File: src/design/slmf_pkg.sv
// slmf_pkg: shared constants, opcodes and types for the sorted list membership block
// used by slmf_cmp and sorted_list_membership_flags; no dependencies
package slmf_pkg;

  // default sizing
  localparam int NUM_SETS_DEF          = 32;
  localparam int MAX_CODES_PER_SET_DEF = 256;

  // field widths fixed by the interface
  localparam int OPCODE_W = 2;
  localparam int SET_IDX_W = 5;
  localparam int CODE_W    = 32;
  localparam int FLAGS_W   = 32;

  // opcodes
  localparam logic [OPCODE_W-1:0] OP_CLEAR = 2'd0;
  localparam logic [OPCODE_W-1:0] OP_LOAD  = 2'd1;
  localparam logic [OPCODE_W-1:0] OP_CODE  = 2'd2;
  localparam logic [OPCODE_W-1:0] OP_END   = 2'd3;

  typedef logic signed [CODE_W-1:0] code_t;

  // result of the shared comparator: key against stored code
  typedef struct packed {
    logic eq;   // key equals stored code
    logic lt;   // key below stored code
  } cmp_res_t;

endpackage

File: src/design/slmf_cmp.sv
// slmf_cmp: shared signed comparator used by the load order check and the binary search
// depends on slmf_pkg
module slmf_cmp (
  input  slmf_pkg::code_t    key,
  input  slmf_pkg::code_t    stored,
  output slmf_pkg::cmp_res_t res
);

  always_comb begin
    res.eq = (key == stored);
    res.lt = (key < stored);
  end

endmodule

File: config.mk
export PLATFORM = sky130hd
export DESIGN_NAME = slmf_cmp
export DESIGN_NICKNAME = d
export VERILOG_FILES = /design/src/design/slmf_pkg.sv /design/src/design/slmf_cmp.sv
export SDC_FILE = /design/constraint.sdc
export NUM_CORES = 1
export LEC_CHECK = 0
export BUFFER_PORTS_ARGS = -buffer_cell sky130_fd_sc_hd__buf_2
export CORE_MARGIN = 5
export CORE_UTILIZATION = 36
export DETAILED_ROUTE_END_ITERATION = 6
export PLACE_DENSITY = 0.75
export REMOVE_ABC_BUFFERS = 1
export SYNTH_ARGS = -nofsm -noshare
export SYNTH_HDL_FRONTEND = slang
export SYNTH_SLANG_ARGS = --single-unit
File: constraint.sdc
create_clock -name vclk -period 4.5
set_input_delay 0.9 -clock vclk [all_inputs]
set_output_delay 0.9 -clock vclk [all_outputs]
set_load 0.05 [all_outputs]
==> results.json <==
{
  "outcome": "complete, no violations",
  "final_cells": 207,
  "timing.final.crit_share": 0.770,
  "drt-initial-drc-count": 6,
  "pre_cts_slack_ns": 1.03,
  "synthCells": 113,
  "synth.distinct_cells": 24,
  "cts_setup_buffers": 0,
  "via_per_inst": 4.69,
  "fmax_ghz": 0.289,
  "setup_viol": 0,
  "dr_total_vias": 971,
  "end_kind": "output port",
  "hp-class": "in2out",
  "fin_hold_ws_ns": 2.38,
  "critPathArrivalTime_ns": 2.56,
  "crit_chain": "buf_2, ha_1, a21oi_1, o21ai_1, a221oi_1, o2111ai_1, o22ai_2, buf_2",
  "crit_path_max_incr_delay_ns": 0.41,
  "die_y_um": 57.8,
  "hold_end": "res[0]",
  "grt_overflow": 0,
  "diodes": 0,
  "critical_path_required_ns": 3.60,
  "power.density_nw_per_um2": 80.7,
  "ys_seq_area_frac": 0,
  "die_area_sq_um": 3340,
  "hold_violations": 0,
  "gp_congestion": 0.749,
  "hold_depth": 4,
  "fin_util": 0.541,
  "tightest_slew_ns": 0.389,
  "wl_per_cell_um": 10.4,
  "hold_buffers": 0,
  "finalMaxSlewViolations": 0,
  "fill_cells": 223,
  "start_util": 0.375,
  "timing.slew.headroom": 0.741,
  "grt_max_degree": 5,
  "period_needed_ns": 3.46,
  "finalWirelength_mm": 2.16,
  "leakagePower_nw": 0.765,
  "synthesis.area_sq_um": 821,
  "rows": 17,
  "hold_start": "key[31]",
  "clock_buffers": 0,
  "synth_area_per_cell_sq_um": 7.26,
  "coreArea_sq_um": 2190,
  "path_class": "in2out",
  "grt_pass1_wl_mm": 3.66,
  "placed_cells": 207,
  "path_buf_inv": 2,
  "dr.pass1.iters": 2,
  "grt_setup_unrepaired": "false",
  "maxCapViolCount": 0,
  "drive_gt1_frac": 0.397,
  "die_w_um": 57.8,
  "path_max_fanout": 3,
  "syn2layout_area_growth_pct": 44.5,
  "cp-startpoint": "key[23]",
  "crit_top_cell": "buf_2",
  "finalWorstSetupSlack_ns": 1.04,
  "cts_resized": 0,
  "io_pins": 66,
  "track_usage": 0.127,
  "grt_pass1_vias": 990,
  "antenna_found_initial": 0,
  "tns_ns": 0,
  "antenna_left": 0,
  "route.detailed.drc": 0,
  "final_cell_mix": "buf_2, inv_1, ha_1, a21oi_1, nand2_1",
  "critPathSlowestCell": "a221oi_1",
  "cp_top_family": "compound AO/OA/AOI/OAI gates",
  "seq_cells": 0,
  "seqCellArea_sq_um": 0,
  "multiInputGateArea_sq_um": 701,
  "port_buffers": 66,
  "cp-start-kind": "input port",
  "ir_drop_v": 0.0000402,
  "yosys_warnings": 0,
  "final_common_cell": "buf_2",
  "layout.nets": 277,
  "dpl.hpwl_mm": 2.12
}
worst max-delay path by stage:
stage | endpoint | slack, ns | cells after the start
2_1_floorplan | res[1] | 1.13 | 6
3_3_place_gp | res[0] | 1.05 | 8
3_5_place_dp | res[0] | 1.03 | 8
4_1_cts | res[0] | 1.03 | 8
5_1_grt | res[0] | 0.92 | 9
6_report | res[0] | 1.04 | 8
metal layers:
layer,wire length [um],track usage,vias to the layer above
met3,178,0.00668,0
met2,1170,0.256,34
met5,0,0,-
li1,-,-,528
met4,0,0,0
met1,809,0.152,409
kinds of logic after synthesis:
| logic type | synth area share |
|---|---|
| adders and majority gates | 0.488 |
| buffers and inverters | 0.146 |
| AOI/OAI and AO/OA | 0.206 |
| and+or+nand+nor | 0.160 |
report_power, final:
| group | total [W] | internal (W) | leakage, nW | switching (W) |
|---|---|---|---|---|
| Clock | 0 | 0 | 0 | 0 |
| Sequential | 0 | 0 | 0 | 0 |
| Combinational | 0.0000958 | 0.0000490 | 0.765 | 0.0000468 |
| Total | 0.0000958 | 0.0000490 | 0.765 | 0.0000468 |
per-stage QoR:
stage	cell area (sq um)	total power [W]
after floorplan	821	0.0000564
after global placement	1190	0.0000920
after detailed placement	1190	0.0000972
after CTS	1190	0.0000977
after global routing	1190	0.000112
final	1190	0.0000958
area by class of cell:
cell class / count / area share
inverters: 32 / 0.101
well taps: 28 / 0.0295
multi-input cells: 81 / 0.591
repair buffers: 66 / 0.278
cell usage after synthesis (2+ instances only):
| master | number | area share |
|---|---|---|
| nand2_1 | 7 | 0.032 |
| inv_1 | 32 | 0.15 |
| o21ai_0 | 2 | 0.012 |
| ha_1 | 32 | 0.49 |
| nor2_1 | 4 | 0.018 |
| a21o_1 | 2 | 0.018 |
| a21oi_1 | 11 | 0.067 |
| nand4_1 | 6 | 0.046 |
| nand3_1 | 2 | 0.012 |
worst min-delay path, delay by kind of cell:
family,cells,cell delay [ns]
buffers and inverters,2,0.29
adder cells (fa/ha/maj),1,0.19
AO/OA/AOI/OAI,1,0.10
(Power assumes the default switching activity.)
